[src/design/assert_macros.svh]
// Concurrent assertion helpers, compiled out for synthesis
`ifndef ASSERT_MACROS_SVH
`define ASSERT_MACROS_SVH

`ifndef SYNTHESIS

`define FHPA_ASSERT(lbl, clk, rst_n, prop, msg) \
    lbl: assert property (@(posedge clk) disable iff (!rst_n) prop) else $error(msg);

`define FHPA_NEVER(lbl, clk, rst_n, expr, msg) \
    lbl: assert property (@(posedge clk) disable iff (!rst_n) !(expr)) else $error(msg);

`else

`define FHPA_ASSERT(lbl, clk, rst_n, prop, msg)

`define FHPA_NEVER(lbl, clk, rst_n, expr, msg)

`endif

`endif

[src/design/fhpa_pkg.sv]
`timescale 1ns / 1ps

package fhpa_pkg;

    localparam int HANDLE_W      = 6;
    localparam int HANDLE_SPACE  = 1 << HANDLE_W;
    localparam int POOL_SIZE_DEF = 64;

    typedef enum logic [1:0] {
        CMD_ALLOC     = 2'd0,
        CMD_TRY_ALLOC = 2'd1,
        CMD_DEALLOC   = 2'd2
    } cmd_t;

    typedef enum logic [1:0] {
        ST_OK        = 2'd0,
        ST_NONE_FREE = 2'd1,
        ST_NOT_HELD  = 2'd2,
        ST_EXHAUSTED = 2'd3
    } status_t;

    typedef struct packed {
        logic [1:0]          cmd;
        logic [HANDLE_W-1:0] handle_in;
    } req_t;

    typedef struct packed {
        logic [HANDLE_W-1:0] handle_out;
        logic [1:0]          status;
    } resp_t;

    typedef struct packed {
        logic                push;
        logic                pop;
        logic [HANDLE_W-1:0] push_data;
    } fifo_ctl_t;

    typedef struct packed {
        logic                empty;
        logic [HANDLE_W:0]   count;
        logic [HANDLE_W-1:0] head_data;
    } fifo_stat_t;

endpackage

[src/design/fhpa_free_fifo.sv]
`timescale 1ns / 1ps

module fhpa_free_fifo #(
    parameter int DEPTH = fhpa_pkg::POOL_SIZE_DEF
) (
    input  logic                   clk,
    input  logic                   rst_n,
    input  fhpa_pkg::fifo_ctl_t    ctl,
    output fhpa_pkg::fifo_stat_t   stat
);
    import fhpa_pkg::*;

    localparam int PTR_W = $clog2(DEPTH);
    localparam int CNT_W = $clog2(DEPTH + 1);
    localparam logic [PTR_W-1:0] LAST_PTR = PTR_W'(DEPTH - 1);

    logic [HANDLE_W-1:0] mem [DEPTH];

    logic [PTR_W-1:0]    head_reg;
    logic [PTR_W-1:0]    head_next;
    logic [PTR_W-1:0]    tail_reg;
    logic [PTR_W-1:0]    tail_next;
    logic [CNT_W-1:0]    count_reg;
    logic [CNT_W-1:0]    count_next;
    logic [HANDLE_W-1:0] rd_q_reg;
    logic                byp_reg;
    logic [HANDLE_W-1:0] byp_data_reg;

    always_comb
    begin
        head_next  = head_reg;
        tail_next  = tail_reg;
        count_next = count_reg;
        if (ctl.pop)
        begin
            head_next  = (head_reg == LAST_PTR) ? '0 : head_reg + 1'b1;
            count_next = count_reg - 1'b1;
        end
        if (ctl.push)
        begin
            tail_next  = (tail_reg == LAST_PTR) ? '0 : tail_reg + 1'b1;
            count_next = count_reg + 1'b1;
        end
    end

    always_ff @(posedge clk or negedge rst_n)
    begin
        if (!rst_n)
        begin
            head_reg  <= '0;
            tail_reg  <= '0;
            count_reg <= '0;
        end
        else
        begin
            head_reg  <= head_next;
            tail_reg  <= tail_next;
            count_reg <= count_next;
        end
    end

    // prefetch the next head entry; forward a write landing on the same entry
    always_ff @(posedge clk)
    begin
        if (ctl.push)
        begin
            mem[tail_reg] <= ctl.push_data;
        end
        rd_q_reg     <= mem[head_next];
        byp_reg      <= ctl.push && (tail_reg == head_next);
        byp_data_reg <= ctl.push_data;
    end

    assign stat.empty     = (count_reg == '0);
    assign stat.count     = (HANDLE_W + 1)'(count_reg);
    assign stat.head_data = byp_reg ? byp_data_reg : rd_q_reg;

endmodule

[src/design/fifo_handle_pool_allocator_core.sv]
`timescale 1ns / 1ps
// Requests register in in_reg; results then in result_reg, with the strobe in done_reg.
// Throughput: one request per cycle; busy is never raised.
// The free-queue head is prefetched from a registered-read memory, so pops run back to back.
// Reset clears queue pointers and count, minted count, held map, input valid and the strobe.
// Queue storage is not cleared. Results show for one cycle only; the receiver cannot stall.
`include "assert_macros.svh"

module fifo_handle_pool_allocator_core #(
    parameter int POOL_SIZE = fhpa_pkg::POOL_SIZE_DEF
) (
    input  logic            clk,
    input  logic            rst_n,
    input  logic            start,
    output logic            busy,
    input  fhpa_pkg::req_t  req,
    output logic            done,
    output fhpa_pkg::resp_t result
);
    import fhpa_pkg::*;

    localparam int CAPACITY = (POOL_SIZE < HANDLE_SPACE) ? POOL_SIZE : HANDLE_SPACE;
    localparam int IDX_W    = $clog2(CAPACITY);
    localparam int CNT_W    = $clog2(CAPACITY + 1);
    localparam logic [CNT_W-1:0]  CAP_CNT = CNT_W'(CAPACITY);
    localparam logic [HANDLE_W:0] CAP_H   = (HANDLE_W + 1)'(CAPACITY);

    logic                in_valid_reg;
    req_t                in_reg;
    logic [CAPACITY-1:0] held_reg;
    logic [CAPACITY-1:0] held_next;
    logic [CNT_W-1:0]    minted_reg;
    logic [CNT_W-1:0]    minted_next;
    logic                done_reg;
    resp_t               result_reg;
    resp_t               resp_next;
    fifo_ctl_t           fctl;
    fifo_stat_t          fstat;

    fhpa_free_fifo #(
        .DEPTH (CAPACITY)
    ) u_free_fifo (
        .clk   (clk),
        .rst_n (rst_n),
        .ctl   (fctl),
        .stat  (fstat)
    );

    always_comb
    begin
        resp_next   = '{handle_out: '0, status: ST_OK};
        fctl        = '{push: 1'b0, pop: 1'b0, push_data: in_reg.handle_in};
        held_next   = held_reg;
        minted_next = minted_reg;
        if (in_valid_reg)
        begin
            unique case (in_reg.cmd)
                CMD_ALLOC, CMD_TRY_ALLOC:
                begin
                    priority if (!fstat.empty)
                    begin
                        fctl.pop             = 1'b1;
                        resp_next.handle_out = fstat.head_data;
                        held_next[fstat.head_data[IDX_W-1:0]] = 1'b1;
                    end
                    else if (in_reg.cmd == CMD_TRY_ALLOC)
                    begin
                        resp_next.status = ST_NONE_FREE;
                    end
                    else if (minted_reg < CAP_CNT)
                    begin
                        resp_next.handle_out = HANDLE_W'(minted_reg);
                        minted_next          = minted_reg + 1'b1;
                        held_next[minted_reg[IDX_W-1:0]] = 1'b1;
                    end
                    else
                    begin
                        resp_next.status = ST_EXHAUSTED;
                    end
                end
                CMD_DEALLOC:
                begin
                    if (({1'b0, in_reg.handle_in} < CAP_H)
                        && held_reg[in_reg.handle_in[IDX_W-1:0]])
                    begin
                        fctl.push = 1'b1;
                        held_next[in_reg.handle_in[IDX_W-1:0]] = 1'b0;
                    end
                    else
                    begin
                        resp_next.status = ST_NOT_HELD;
                    end
                end
                default:
                begin
                    resp_next.status = ST_OK;
                end
            endcase
        end
    end

    always_ff @(posedge clk or negedge rst_n)
    begin
        if (!rst_n)
        begin
            in_valid_reg <= 1'b0;
            held_reg     <= '0;
            minted_reg   <= '0;
            done_reg     <= 1'b0;
        end
        else
        begin
            in_valid_reg <= start && !busy;
            held_reg     <= held_next;
            minted_reg   <= minted_next;
            done_reg     <= in_valid_reg;
        end
    end

    always_ff @(posedge clk)
    begin
        if (start && !busy)
        begin
            in_reg <= req;
        end
        result_reg <= resp_next;
    end

    assign busy   = 1'b0;
    assign done   = done_reg;
    assign result = result_reg;

    `FHPA_ASSERT(a_strobe_follows_beat, clk, rst_n, (start && !busy) |-> ##2 done, "missing result strobe")
    `FHPA_ASSERT(a_no_stray_strobe, clk, rst_n, done |-> $past(start && !busy, 2), "result without a request")
    `FHPA_ASSERT(a_exhausted_state, clk, rst_n, (done && result.status == ST_EXHAUSTED) |-> (fstat.empty && minted_reg == CAP_CNT), "exhaustion reported with handles left")
    `FHPA_ASSERT(a_handle_balance, clk, rst_n, ($countones(held_reg) + int'(fstat.count)) == int'(minted_reg), "held plus free does not match minted")

endmodule

[config.mk]
export PLATFORM = sky130hd
export DESIGN_NAME = fifo_handle_pool_allocator_core
export DESIGN_NICKNAME = d
export VERILOG_FILES = /design/src/design/fhpa_pkg.sv /design/src/design/fhpa_free_fifo.sv /design/src/design/fifo_handle_pool_allocator_core.sv
export VERILOG_INCLUDE_DIRS = /design/src /design/src/design
export SDC_FILE = /design/constraint.sdc
export NUM_CORES = 1
export LEC_CHECK = 0
export ABC_AREA = 1
export CORE_UTILIZATION = 58
export DETAILED_ROUTE_END_ITERATION = 8
export DONT_BUFFER_PORTS = 1
export PLACE_DENSITY_LB_ADDON = 0.1
export SETUP_SLACK_MARGIN = 0.3
export SYNTH_ARGS = -nofsm -noshare
export SYNTH_HDL_FRONTEND = slang
export SYNTH_HIERARCHICAL = 1
export SYNTH_SLANG_ARGS = --single-unit
[constraint.sdc]
create_clock -name clk -period 3.5 [get_ports clk]
set_input_delay 0.35 -clock clk [delete_from_list [all_inputs] [get_ports clk]]
set_output_delay 0.35 -clock clk [all_outputs]
set_load 0.01 [all_outputs]
# [Word level (Yosys, flattened, before mapping)]
# Memories as Yosys holds them, arrays and structs flattened. A register that Yosys moved wholly into a read port is not among the register bits.
# Index checks and enable logic that the tools add are counted.
[totals] ff_bits=115 mem_bits_rw=384 input_bits=11 elab_cells=85 n_memories=1
[op_classes] addsub=5 order_cmp=7 n_eq_ne=8 n_mux=34 n_bitwise=5 reduce_logical=12
[memory_table] memory="u_free_fifo.mem" depth=64 word_bits=6 rd=1 rd_clocked_by_memory_dff=1 write_ports=1 line="fhpa_free_fifo.sv:17" rtl="logic [HANDLE_W-1:0] mem [DEPTH];"
[ops] op="64-bit two-way mux" n=4
[ops] op="64-bit OR" n=2
[ops] op="64-bit case mux with 2 select lines" n=1
[ops] op="64-bit AND" n=1
[ops] op="64-bit inverter" n=1
[ops] op="6-bit two-way mux" n=7
[ops] op="6-bit by 7-bit less-than comparator with 1-bit output, second input constant" n=3
[ops] op="1-bit demux with 6-bit select" n=3
[ops] op="6-bit by 1-bit >= comparator with 1-bit output, second input constant" n=3
[ops] op="7-bit by 1-bit adder with 7-bit output, second input constant" n=2
[ops] op="7-bit two-way mux" n=2
[ops] op="6-bit by 1-bit adder with 6-bit output, second input constant" n=2
[ops] op="6-bit == test, second input constant" n=2
[ops] op="1-bit two-way mux" n=10
[ops] op="2-bit two-way mux" n=5
[ops] op="5-bit AND reduction" n=2
[ops] op="7-bit logical NOT" n=1
[ops] op="7-bit less-than comparator, second input constant" n=1
[ops] op="7-bit by 1-bit subtractor with 7-bit output, second input constant" n=1
[ops] op="1-bit binary-select mux with 6-bit select" n=1
[ops] op="6-bit == test" n=1
[ops] op="3-bit != test, second input constant" n=2
[ops] op="1-bit logical AND" n=4
[ops] op="2-bit case mux with 2 select lines" n=1
[ops] op="other kinds (8)" n=9

# [Longest topological paths before layout]
[depth] word_depth=9 mapped_depth=22

# [By module]
# Netlist, hierarchy kept.
[by_module_without_submodules] mod="fhpa_free_fifo" n_inst=1 cells_each=1756 area_per_inst_um2=18710.4
[by_module_without_submodules] mod="fifo_handle_pool_allocator_core" n_inst=1 cells_each=886 area_per_inst_um2=6361.1

# [Worst setup path after synthesis]
# OpenSTA, ideal clock, no wires.
[synth_timing] kind="register to register" startpoint="register in_reg, in the netlist fctl[2]" endpoint="register u_free_fifo.count_reg[6]" setup_time_ns=0.131 arrival_ns=3.653 required_ns=3.369 setup_slack_ns=-0.284 path_stages_with_launch=21 n_path_buf=1 synth_period_minus_slack_ns=3.784 path_cell_list="edfxtp_1 nand2_1 inv_2 nand3_1 nand2_1 o21ai_1 nand2_1 nor2_2 nand2_1 nand2_2 inv_1 clkbuf_1 inv_1 fa_1 nand3_1 nand2_1 nand2_1 nand2_1 a21oi_1 o21ai_0 xor2_1"
[synth_rtl] element="start, declared" line="fifo_handle_pool_allocator_core.sv:29" rtl="req_t in_reg;"
[synth_rtl] element="start signal, assigned" line="fifo_handle_pool_allocator_core.sv:124" rtl="in_reg <= req;"
[synth_rtl] element="end signal, assigned" line="fhpa_free_fifo.sv:58" rtl="count_reg <= count_next;"
[synth_rtl] element="end, declared" line="fhpa_free_fifo.sv:23" rtl="logic [CNT_W-1:0] count_reg;"

==> summary.md <==
| Metric | Value |
|---|---|
| Status | `finished clean` |
| Die Y | `210 µm` |
| Post-Route WL | `72100 µm` |
| Area grow syn2layout | `11.8%` |
| Max FO, Critical Path | `17` |
| Worst hold slack | `0.348 ns` |
| Nets | `2662` |
| Max clock buf depth | `3` |
| Worst Setup SP | `fctl[2]` |
| Starting Density | `59.2%` |
| Mapped Cells | `2642` |
| Clock latency at the later pin of the worst-skew pair | `0.63 ns` |
| Via density | `5.99` |
| Critical R2R Launch | `fctl[2]` |
| Critical Path End Type | `flip-flop` |
| Largest family of logic cells by synthesized area | `simple AND/OR/NAND/NOR gates` |
| Gpl congestion | `0.959` |
| Clock transition at the registers of the reported paths | `0.06 ns` |
| Yosys top cell by area | `edfxtp_1` |
| Cell with the most instances after synthesis | `nand2_1` |
| Fillers | `3428` |
| Clk root buf | `clkbuf_16` |
| DRC | `0` |
| Unique masters post-synth | `45` |
| Post-Syn Area | `0.0251 mm²` |
| Peak VDD IR | `529 µV` |
| Register area share after synthesis | `57.8%` |
| CTS Buf Count | `52` |
| Clock sinks | `505` |
| Main area contributors after synthesis | `edfxtp_1 47%, dfrtp_1 9.2%, nand3_1 8.9%` |
| Die X | `210 µm` |
| Register Area | `0.0145 mm²` |
| Area of the multi-input gates | `0.00857 mm²` |
| PD cells | `717 mW/mm²` |
| Row count | `75` |
| Lkg Pwr | `0.0115 µW` |
| Slew @ Worst Pin | `0.807 ns` |
| Synth warn | `6` |
| H-tree depth | `2` |
| Antenna diode count | `0` |
| Worst rel slew slack | `45.8%` |
| First-pass GRT wire length | `109000 µm` |
| Mux contribution to synthesized area | `0.269%` |
| Fmax | `325 MHz` |
| Final count of negative-setup-slack endpoints | `0` |
| Post-synth top flop | `edfxtp_1` |
| Synth top area share | `47.0%` |
| Core Region | `0.0423 mm²` |
| Antenna viol nets, final | `0` |
| Final Hold Fails | `0` |
| Number of global-route vias before repair | `18700` |
| Grt ovf | `0` |
| Tot GR Track Use | `32.8%` |
| Layout cells sized above 1 | `12.2%` |
| CP required | `3.77 ns` |
| Crit path kind | `flip-flop to flip-flop` |
| Simple-gate share of the synthesized area | `26.9%` |
| TritonCTS clock tree | `yes` |
| Final Cycle Share | `87.9%` |
| Iter 0 DRT Violations | `2520` |
| Worst Path Arrival | `3.35 ns` |
| Most frequent cells after synthesis | `543 x nand2_1, 448 x nand3_1, 392 x edfxtp_1, 375 x inv_1, 132 x nand3b_1` |
| Compound-Gate Fraction of Synth Area | `5.11%` |
| Finished Layout Cells | `3263` |
| Post-Route Skew | `0.0458 ns` |
| Final Critical Period | `3.08 ns` |
| Crit start category | `flip-flop` |
| Hold Path Class | `primary input to asynchronous set/reset pin` |
| Asr flop ratio synth | `18.2%` |
| Post-Synth Adder-Cell Area | `0.479%` |
| Number of flops mapped to enable cells by yosys | `392` |
| Initial antenna violation count | `0` |
| RSZ-0062 raised after global routing | `false` |
| Buffers on Ports | `0` |
| Largest net degree at the start of global routing | `104` |
| DR WL/cell | `22.1 µm` |
| First drt pass iteration count | `5` |
| Via count | `19600` |
| Hpwl dp | `44500 µm` |
| Die area | `0.0441 mm²` |
| Synthesized area per cell | `9.49 µm²` |
| Post-route setup TNS | `0 ns` |
| Xor/xnor cell area share of the yosys netlist | `0.489%` |
| Max Cap Viol | `0` |
| # IOs | `21` |
| Post-Syn Nets | `2662` |
| FF+latch count, synth | `505` |
| Pins Over Slew Limit | `0` |
| Max FFs per register | `384` |
| Placed insts | `3145` |
-- cells by family after synthesis --
| logic type | count (synthesis) |
|---|---|
| AO/OA/AOI/OAI | 210 |
| XOR/XNOR | 14 |
| adder cells (fa/ha/maj) | 9 |
| buffers and inverters | 528 |
| flip-flops | 505 |
| multiplexers | 6 |
| other | 1 |
| AND/OR/NAND/NOR | 1369 |
-- cells in the final DEF, fill, tap and decap left out, drive strengths merged, types with 21 or more instances in the layout --
master / count
buf: 74
edfxtp: 392
a21oi: 51
o21ai: 70
clkinv: 23
dfrtp: 92
nand3b: 133
nand2: 550
nor2: 125
nor3: 45
o22ai: 34
dfxtp: 21
nand3: 509
a221oi: 30
inv: 386
clkbuf: 68
-- layout make-up --
| type | instances | area share, % |
|---|---|---|
| Clock inverter | 32 | 1.42 |
| Timing Repair Buffer | 86 | 3.06 |
| Multi-Input combinational cell | 1610 | 30.6 |
| Tap cell | 577 | 2.58 |
| Clock buffer | 66 | 5.42 |
| Inverter | 387 | 5.24 |
| Sequential cell | 505 | 51.7 |
-- power by group --
part | total (µW) | leakage [µW] | internal (µW) | switching (µW)
registers | 7320 | 0.00494 | 6930 | 390
clock network | 6040 | 0.000947 | 3620 | 2420
logic | 6750 | 0.00559 | 2070 | 4680
total | 20100 | 0.0115 | 12600 | 7490
-- final timing paths --
path                                               end  slack (ns)  cells after the start
worst min-delay path                     minted_reg[5]        0.35                      2
worst max-delay path            u_free_fifo/mem[49][5]        0.42                     15
min in group clk                             in_reg[6]        0.37                      1
worst min register to register                    done        0.39                      0
worst max register to register  u_free_fifo/mem[49][5]        0.42                     15
max in group asynchronous                 held_reg[50]        2.67                      2
-- per-stage QoR --
stage | area [µm²] | worst slack (ns) | utilization, % | power [µW]
2_1_floorplan | 25200 | 0.143 | - | 11900
3_3_place_gp | 25800 | 0.142 | 60.9 | 13800
3_5_place_dp | 25800 | 0.0562 | 60.9 | 13800
4_1_cts | 27800 | 0.209 | 65.8 | 19900
5_1_grt | 28000 | 0.216 | 66.2 | 21100
6_report | 28000 | 0.423 | 66.2 | 20100
-- layer usage --
metal	wire, µm	share of wire [%]	global-route usage [%]	up-vias
li1	-	-	-	8936
met4	2890	4.0	13.1	0
met3	7240	10	6.88	188
met2	32300	45	50.0	1043
met5	0	0	0	-
met1	29700	41	46.1	9386
-- what timing repair did --
| item | 4_1_cts | 5_1_grt |
|---|---|---|
| endpoints found under the setup margin | 110 | 300 |
| hold buffers | 11 | 0 |
| gates cloned | 0 | 3 |
| hold endpoints to repair | 109 | 0 |
| pin swaps | 0 | 4 |
| setup buffers | 0 | 6 |
| resized for setup | 12 | 29 |
-- worst max-delay path, stage by stage (launching register included) --
cell      delay, ns
edfxtp_1       0.54
buf_4          0.21
nor2_4         0.09
buf_12         0.15
nand3_1        0.08
nand2_1        0.09
o21ai_1        0.09
nand2_1        0.11
nor2_2         0.05
nand2_1        0.09
nand2_2        0.09
inv_2          0.12
buf_4          0.24
nand3_1        0.21
buf_4          0.25
nor2_2         0.34
Power figures use the tool's default switching activity.
